**src/hdl/deq_pkg.sv**
```systemverilog
// shared types and constants for the double-ended queue
// no dependencies
`timescale 1ns / 1ps

package deq_pkg;

	localparam int DEPTH_DEF = 1024;

	typedef enum logic [2:0] {
		CMD_PUSH_FRONT = 3'd0,
		CMD_PEEK_FRONT = 3'd1,
		CMD_POP_FRONT  = 3'd2,
		CMD_PUSH_BACK  = 3'd3,
		CMD_PEEK_BACK  = 3'd4,
		CMD_POP_BACK   = 3'd5
	} cmd_t;

	typedef enum logic [1:0] {
		ST_OK    = 2'd0,
		ST_EMPTY = 2'd1,
		ST_FULL  = 2'd2
	} status_t;

	typedef struct packed {
		cmd_t               cmd;
		logic signed [31:0] push_value;
	} req_t;

	typedef struct packed {
		logic signed [31:0] peek_value;
		status_t            status;
		logic               has_data;
	} rsp_t;

	// result control carried from the command stage to the output
	typedef struct packed {
		logic    valid;
		status_t status;
		logic    has_data;
	} res_ctl_t;

endpackage

```
**src/hdl/deq_ctrl.sv**
```systemverilog
// head and count tracking, command decode and memory addressing for the deque
// depends on deq_pkg
`timescale 1ns / 1ps

module deq_ctrl import deq_pkg::*; #(
	parameter int DEPTH = DEPTH_DEF,
	parameter int AW = $clog2(DEPTH),
	parameter int CW = $clog2(DEPTH + 1)
) (
	input  logic          clk,
	input  logic          arst_n,
	input  logic          accept,
	input  req_t          req,
	output logic          wr_en,
	output logic [AW-1:0] wr_addr,
	output logic          rd_en,
	output logic [AW-1:0] rd_addr,
	output res_ctl_t      ctl_s1
);

	logic [AW-1:0] head_q, head_d;
	logic [CW-1:0] count_q, count_d;
	logic          is_empty, is_full;
	logic [AW-1:0] head_dec, head_inc, tail_idx, back_idx;
	logic [AW:0]   tail_sum, back_sum;
	logic [CW-1:0] count_m1;
	status_t       status_c;
	logic          has_c, wr_c;

	assign is_empty = (count_q == '0);
	assign is_full  = (count_q == CW'(DEPTH));
	assign count_m1 = count_q - CW'(1);

	assign head_dec = (head_q == '0) ? AW'(DEPTH - 1) : head_q - AW'(1);
	assign head_inc = (head_q == AW'(DEPTH - 1)) ? '0 : head_q + AW'(1);

	// ring add modulo depth, both operands below depth
	assign tail_sum = {1'b0, head_q} + {1'b0, count_q[AW-1:0]};
	assign back_sum = {1'b0, head_q} + {1'b0, count_m1[AW-1:0]};
	assign tail_idx = (tail_sum >= (AW+1)'(DEPTH)) ?
		AW'(tail_sum - (AW+1)'(DEPTH)) : tail_sum[AW-1:0];
	assign back_idx = (back_sum >= (AW+1)'(DEPTH)) ?
		AW'(back_sum - (AW+1)'(DEPTH)) : back_sum[AW-1:0];

	always_comb begin
		head_d   = head_q;
		count_d  = count_q;
		wr_c     = 1'b0;
		wr_addr  = tail_idx;
		rd_addr  = head_q;
		status_c = ST_OK;
		has_c    = 1'b0;
		case (req.cmd) inside
			CMD_PUSH_FRONT, CMD_PUSH_BACK: begin
				if (is_full) begin
					status_c = ST_FULL;
				end else begin
					wr_c    = 1'b1;
					count_d = count_q + CW'(1);
					if (req.cmd == CMD_PUSH_FRONT) begin
						head_d  = head_dec;
						wr_addr = head_dec;
					end
				end
			end
			CMD_PEEK_FRONT, CMD_PEEK_BACK: begin
				if (is_empty) begin
					status_c = ST_EMPTY;
				end else begin
					has_c = 1'b1;
					if (req.cmd == CMD_PEEK_BACK) begin
						rd_addr = back_idx;
					end
				end
			end
			CMD_POP_FRONT, CMD_POP_BACK: begin
				if (is_empty) begin
					status_c = ST_EMPTY;
				end else begin
					count_d = count_m1;
					if (req.cmd == CMD_POP_FRONT) begin
						head_d = head_inc;
					end
				end
			end
			default: begin
			end
		endcase
	end

	assign wr_en = accept & wr_c;
	assign rd_en = accept & has_c;

	always_ff @(posedge clk or negedge arst_n) begin
		if (!arst_n) begin
			head_q  <= '0;
			count_q <= '0;
			ctl_s1  <= '0;
		end else begin
			ctl_s1.valid <= accept;
			if (accept) begin
				head_q          <= head_d;
				count_q         <= count_d;
				ctl_s1.status   <= status_c;
				ctl_s1.has_data <= has_c;
			end
		end
	end

endmodule

```
**config.mk**
```make
export PLATFORM = sky130hd
export DESIGN_NAME = deq_ctrl
export DESIGN_NICKNAME = d
export VERILOG_FILES = /design/src/hdl/deq_pkg.sv /design/src/hdl/deq_ctrl.sv
export SDC_FILE = /design/constraint.sdc
export NUM_CORES = 1
export LEC_CHECK = 0
export BUFFER_PORTS_ARGS = -buffer_cell sky130_fd_sc_hd__buf_2
export CORE_ASPECT_RATIO = 1.25
export CORE_UTILIZATION = 55
export CTS_CLUSTER_SIZE = 20
export DETAILED_ROUTE_END_ITERATION = 8
export GPL_ROUTABILITY_DRIVEN = 0
export PLACE_DENSITY = 0.81
export SLEW_MARGIN = 20
export SYNTH_ARGS = -nofsm -noshare
export SYNTH_HDL_FRONTEND = slang
export SYNTH_SLANG_ARGS = --single-unit
```
**constraint.sdc**
```tcl
create_clock -name clk -period 4.2 [get_ports clk]
set_input_delay 1.26 -clock clk [delete_from_list [all_inputs] [get_ports clk]]
set_output_delay 1.26 -clock clk [all_outputs]
set_load 0.03 [all_outputs]
```
==> results of run 1 <==
## stage by stage
stage / hold WS, ns / worst slack [ns] / setup TNS [ns]
2_1_floorplan: 0.500 / -0.0456 / -0.137
3_3_place_gp: 0.462 / 0.142 / 0
3_5_place_dp: 0.468 / 0.122 / 0
4_1_cts: 0.493 / -0.00490 / -0.00490
5_1_grt: 0.505 / -0.181 / -0.181
6_report: 0.490 / 0.0677 / 0
## synthesized netlist by cell type, types with 2 or more instances
cell	instances
nor2_1	32
a21oi_1	31
nand2_1	27
o21ai_0	27
dfrtp_1	25
ha_1	23
xnor2_1	20
xor2_1	20
clkbuf_1	19
inv_1	16
nand3_1	9
and3_1	8
nor3_1	8
a21o_1	7
a31oi_1	7
nand4_1	6
o22a_1	5
o31ai_1	5
or3_1	5
buf_2	4
nor4_1	4
a211oi_1	3
mux2_2	3
nand2b_1	3
or4_1	3
a2111oi_0	2
and2_1	2
and4_1	2
buf_6	2
fa_1	2
nor2b_1	2
o211ai_1	2
o21a_1	2
o21bai_1	2
o22ai_1	2
## worst max-delay path, cell delays in order (launching register included)
cell,delay (ns)
dfrtp_1,0.40
inv_2,0.10
ha_4,0.15
nor4b_4,0.22
buf_4,0.17
nand2_1,0.08
xnor2_1,0.15
ha_1,0.33
o21ai_0,0.10
a21oi_1,0.18
o22ai_2,0.10
xor2_1,0.15
nor2_1,0.14
xor2_1,0.15
buf_4,0.18
## state kept, by name (all words and copies together), names as in the netlist
name,flops
ctl_s1,4
head_q,10
count_q,11
## logic make-up (layout without fill, tap and decap cells)
| kind of cell | count (synthesis) | in the layout | synth area share, % |
|---|---|---|---|
| AOI/OAI and AO/OA | 107 | 107 | 23.9 |
| xor gates and xnor gates | 40 | 40 | 12.5 |
| adders and majority gates | 25 | 25 | 11.7 |
| buffers and inverters | 41 | 67 | 6.19 |
| DFF | 25 | 25 | 22.3 |
| muxes | 4 | 4 | 1.56 |
| and+or+nand+nor | 120 | 120 | 21.9 |
## report_power, final
group	total, mW	internal, mW	switching (mW)
clock	0.149	0.0665	0.0824
combinational	2.11	0.872	1.24
sequential	0.540	0.325	0.215
total	2.80	1.26	1.53
## worst min path at each step
stage,from,endpoint,depth (start not counted)
finish,ctl_s1[2],ctl_s1[2],1
global route,ctl_s1[2],ctl_s1[2],1
CTS,ctl_s1[2],ctl_s1[2],1
detailed placement,ctl_s1[2],ctl_s1[2],1
global placement,ctl_s1[0],ctl_s1[0],1
floorplan,count_q[10],count_q[10],1
## cell type report
cell class	count	share of cell area, %
clock buffers	3	1.29
multi-input cells	296	66.1
repair buffers	47	8.73
flip-flops and latches	25	19.6
clock inverters	1	0.156
inverters	16	1.87
well taps	60	2.34
## routing by layer
metal	wire length, µm	up-vias	track usage, %
li1	-	1358	-
met1	3030	1306	32.6
met2	3620	75	51.3
met3	319	10	3.06
met4	102	0	10.4
met5	0	-	0
## timing repair
action | in CTS | in global routing
setup endpoints to repair | 3 | 6
pin swaps | 1 | 4
buffers inserted | 0 | 1
gates resized for setup | 7 | 25
==> summary.md, run 1 <==
| Metric | Value |
|---|---|
| Status | complete, no violations |
| Startpoint types | flop |
| Leading cell type in the layout, fill and taps excluded | nor2_1 |
| Critical Path End | rd_addr[9] |
| Layout cells sized above 1 | 21.4% |
| Placed standard-cell area | 0.00304 mm² |
| Chip Width | 65.9 µm |
| Lkg Pwr | 1.49 nW |
| Max FO, Critical Path | 3 |
| Mapped cell area | 0.00281 mm² |
| Most frequent cells in the layout | nor2_1, buf_2, a21oi_1 |
| Die area | 0.00540 mm² |
| Final instance area | 0.00321 mm² |
| Total power per unit cell area | 871 mW/mm² |
| Yosys top cell area share | 22.3% |
| Worst EP arrival | 2.87 ns |
| Final worst path period share | 98.4% |
| Syn-to-layout area delta | 14.3% |
| Worst r2r src | head_q[0] |
| F_max | 242 MHz |
| Seq cells post-synth | 25 |
| Register-to-Register Setup Slack | 1.68 ns |
| Setup violators final | 0 |
| H-tree levels | 1 |
| Largest net degree at the start of global routing | 26 |
| Clk Latency, worst-skew pair | 0.28 ns |
| Endpoint class of the critical path | output pin |
| First-pass GRT wire length | 11.6 mm |
| Placed cells | 443 |
| # DRC | 0 |
| Core area | 0.00483 mm² |
| Hold Crit Class | flop to flop |
| Finished Layout Cells | 448 |
| CTS tree | done |
| WL/cell | 15.8 µm |
| Yosys warns | 0 |
| Worst-path clk slew | 0.10 ns |
| Area contributors post-synth | dfrtp_1, ha_1, xnor2_1 |
| Peak supply drop | 0.468 mV |
| Antenna diodes | 0 |
| TritonCTS Buffers | 3 |
| Initial Util | 58.1% |
| Number of DRC violations after detailed-routing iteration 0 | 135 |
| Final HPWL DP | 5.30 mm |
| Slew HR | 55.7% |
| # IOs | 64 |
| Clock root buffer | clkbuf_8 |
| Fin Clk Skew | 0.00891 ns |
| Pre-antenna DRT Iters | 4 |
| Total Power | 2.80 mW |
| Gr ovfl total | 0 |
| Min Clock Period, post-route | 4.13 ns |
| Fin util | 66.4% |
| Worst Max-Slew Pin Slew | 0.665 ns |
| Vias in the first global route | 2599 |
| Final hold viol count | 0 |
| R2r endpoint | head_q[3] |
| Hold Buf Count CTS | 0 |
| Antenna-violating nets left | 0 |
| Synthesized Nets | 425 |
| Worst Path Required | 2.94 ns |
| CTS sink count | 25 |
| Register Area | 628 µm² |
| Sequential share of the synthesized area | 22.3% |
| Max_cap viols | 0 |
| Area of the multi-input gates | 0.00212 mm² |
| Routed vias/inst | 6.14 |
| Initial antenna violation count | 0 |
| Unrepaired setup endpoints after global routing | true |
| Final WL | 7.07 mm |
| EDFF count, synth | 0 |
| Async SR Flop Fraction | 100% |
| Worst R2R Path Depth | 8 |
| All-Layer GR Usage | 27.9% |
| Critical Setup Path Class | flop to output pin |
| Rows | 28 |
| PortBufs | 31 |
| Vias | 2749 |
| Critical Path Start | count_q[1] |
| Post-Syn Instances | 362 |
| Leading area contributor after synthesis | dfrtp_1 |
| Syn avg cell area | 7.76 µm² |
| Pins Over Slew Limit | 0 |
| Main flop type after synthesis | dfrtp_1 |
| Die Y | 81.9 µm |
| # fillers | 417 |
| Clk buf depth | 2 |
| Synth unique cells | 57 |
| Net count reported at finish | 452 |
(Power assumes the default switching activity.)
==> run 2, diff against run 1 <==
BUFFER_PORTS_ARGS = -buffer_cell sky130_fd_sc_hd__buf_4   (was -buffer_cell sky130_fd_sc_hd__buf_2)
==> summary.md, run 2 (synthesis gave the netlist of run 1 again) <==
| Metric | Value |
|---|---|
| Status | complete, no violations (unchanged) |
| Pins Over Slew Limit | 0 (unchanged) |
| H-tree levels | 1 (unchanged) |
| Grt met3 use | 2.36% (was 3.06%) |
| PortBufs | 31 (unchanged) |
| Largest net degree at the start of global routing | 26 (unchanged) |
| Core area | 0.00483 mm² (unchanged) |
| CTS sink count | 25 (unchanged) |
| Worst EP arrival | 2.93 ns (was 2.87 ns) |
| Final hold viol count | 0 (unchanged) |
| # DRC | 0 (unchanged) |
| Endpoint class of the critical path | output pin (unchanged) |
| Clk Latency, worst-skew pair | 0.29 ns (was 0.28 ns) |
| TritonCTS Buffers | 3 (unchanged) |
| Final instance area | 0.00330 mm² (was 0.00321 mm²) |
| Most Crowded Layer GR | met2 (unchanged) |
| Total power per unit cell area | 905 mW/mm² (was 871 mW/mm²) |
| Worst Path Required | 2.94 ns (about the same) |
| Vias in the first global route | 2707 (was 2599) |
| Min Clock Period, post-route | 4.19 ns (was 4.13 ns) |
| Hold Buf Count CTS | 0 (unchanged) |
| CTS tree | done (unchanged) |
| Critical Setup Path Class | flop to output pin (unchanged) |
| Pre-antenna DRT Iters | 6 (was 4) |
| Peak supply drop | 0.389 mV (was 0.468 mV) |
| Vias | 2847 (was 2749) |
| Finished Layout Cells | 450 (was 448) |
| Register Area | 628 µm² (unchanged) |
| Max_cap viols | 0 (unchanged) |
| Hold endpoint | ctl_s1[0] (was ctl_s1[2]) |
| Register-to-Register Setup Slack | 1.68 ns (about the same) |
| Slew HR | 55.3% (was 55.7%) |
| Routed vias/inst | 6.33 (was 6.14) |
| Hold Crit Class | flop to flop (unchanged) |
| # IOs | 64 (unchanged) |
| Top reg by flops | count_q (unchanged) |
| Die area | 0.00540 mm² (unchanged) |
| WL/cell | 16.7 µm (was 15.8 µm) |
| Max FO, Critical Path | 9 (was 3) |
| Syn-to-layout area delta | 17.4% (was 14.3%) |
| Clock root buffer | clkbuf_8 (unchanged) |
| Gr ovfl total | 0 (unchanged) |
| Final worst path period share | 99.7% (was 98.4%) |
| Leading cell type in the layout, fill and taps excluded | buf_4 (was nor2_1) |
| Net count reported at finish | 454 (was 452) |
| Top flop regs | count_q x11, head_q x10, ctl_s1 x4 (unchanged) |
| Max FFs per register | 11 (unchanged) |
| Chip Width | 65.9 µm (unchanged) |
| Worst R2R Path Depth | 8 (unchanged) |
| Antenna-violating nets left | 0 (unchanged) |
| # fillers | 406 (was 417) |
| Fin Clk Skew | 0.0112 ns (was 0.00891 ns) |
| Placed standard-cell area | 0.00310 mm² (was 0.00304 mm²) |
| Number of DRC violations after detailed-routing iteration 0 | 191 (was 135) |
| Final WL | 7.52 mm (was 7.07 mm) |
| Met2 GRT Util | 53.1% (was 51.3%) |
| WHS Path Cells | 1 (unchanged) |
| F_max | 239 MHz (was 242 MHz) |
| Most frequent cells in the layout | buf_4, nor2_1, a21oi_1 (was nor2_1, buf_2, a21oi_1) |
| Final HPWL DP | 5.40 mm (was 5.30 mm) |
| Initial antenna violation count | 0 (unchanged) |
| Rows | 28 (unchanged) |
| Clk buf depth | 2 (unchanged) |
| Worst-path clk slew | 0.10 ns (about the same) |
| All-Layer GR Usage | 28.7% (was 27.9%) |
| First-pass GRT wire length | 12.0 mm (was 11.6 mm) |
| Lkg Pwr | 1.51 nW (was 1.49 nW) |
| Met1 Usage GRT | 33.5% (was 32.6%) |
| Initial Util | 58.1% (unchanged) |
| Worst r2r src | head_q[0] (unchanged) |
| Hold Path Origin | ctl_s1[0] (was ctl_s1[2]) |
| Startpoint types | flop (unchanged) |
| Unrepaired setup endpoints after global routing | true (unchanged) |
| Antenna diodes | 0 (unchanged) |
| R2r endpoint | head_q[5] (was head_q[3]) |
| Layout cells sized above 1 | 21.8% (was 21.4%) |
| Area of the multi-input gates | 0.00212 mm² (about the same) |
| Worst Max-Slew Pin Slew | 0.671 ns (was 0.665 ns) |
| Placed cells | 441 (was 443) |
| Setup violators final | 0 (unchanged) |
| Die Y | 81.9 µm (unchanged) |
| TNS Setup | 0 ns (unchanged) |
run 2: cell type report:
| cell class | instances | area share (%) |
|---|---|---|
| sequential | 25 | 19.1 |
| timing repair buffer | 49 | 11.2 |
| multi-input combinational | 296 | 64.2 |
| clock buffer | 3 | 1.25 |
| clock inverter | 1 | 0.228 |
| inverter | 16 | 1.82 |
| tap | 60 | 2.28 |
run 2: per-stage QoR:
stage	util [%]	setup WS, ns	total power, mW	hold WS, ns
2_1_floorplan	-	-0.0456	2.01	0.500
3_3_place_gp	64.2	0.150	2.51	0.470
3_5_place_dp	64.2	0.112	2.59	0.476
4_1_cts	65.7	0.00820	2.77	0.503
5_1_grt	68.2	-0.139	3.20	0.520
6_report	68.2	0.0125	2.98	0.501
run 2: worst max path at each step:
| stage | startpoint | end | slack [ns] | cells after the start |
|---|---|---|---|---|
| floorplan | req[34] | rd_addr[6] | -0.05 | 5 |
| global placement | req[33] | rd_addr[4] | 0.15 | 5 |
| detailed placement | req[33] | rd_addr[9] | 0.11 | 6 |
| CTS | count_q[2] | rd_addr[9] | 0.008 | 12 |
| global route | count_q[0] | rd_addr[9] | -0.14 | 14 |
| finish | count_q[4] | rd_addr[9] | 0.01 | 11 |
run 2: critical path, cell delays in order, from the launching register on:
cell	delay [ns]
dfrtp_1	0.53
nor4b_4	0.36
nand2b_1	0.11
xnor2_1	0.17
ha_1	0.40
o21ai_1	0.13
a21oi_1	0.21
o22ai_2	0.10
xor2_1	0.15
nor2_1	0.14
xor2_1	0.17
buf_4	0.18
run 2: what timing repair did:
action | CTS | global route
endpoints found under the setup margin | 2 | 7
pin swaps | 0 | 7
setup buffers | 0 | 5
gates resized for setup | 6 | 23
run 2: layer usage:
metal,vias to the layer above,part of all wire (%)
li1,1355,-
met1,1369,41
met2,101,52
met3,22,5.2
met4,0,2.6
met5,-,0
run 2: power by group:
part | total [mW] | leakage [nW] | internal [mW] | switching [mW]
Clock | 0.156 | 0.0217 | 0.0676 | 0.0887
Sequential | 0.553 | 0.311 | 0.324 | 0.229
Combinational | 2.27 | 1.17 | 0.997 | 1.28
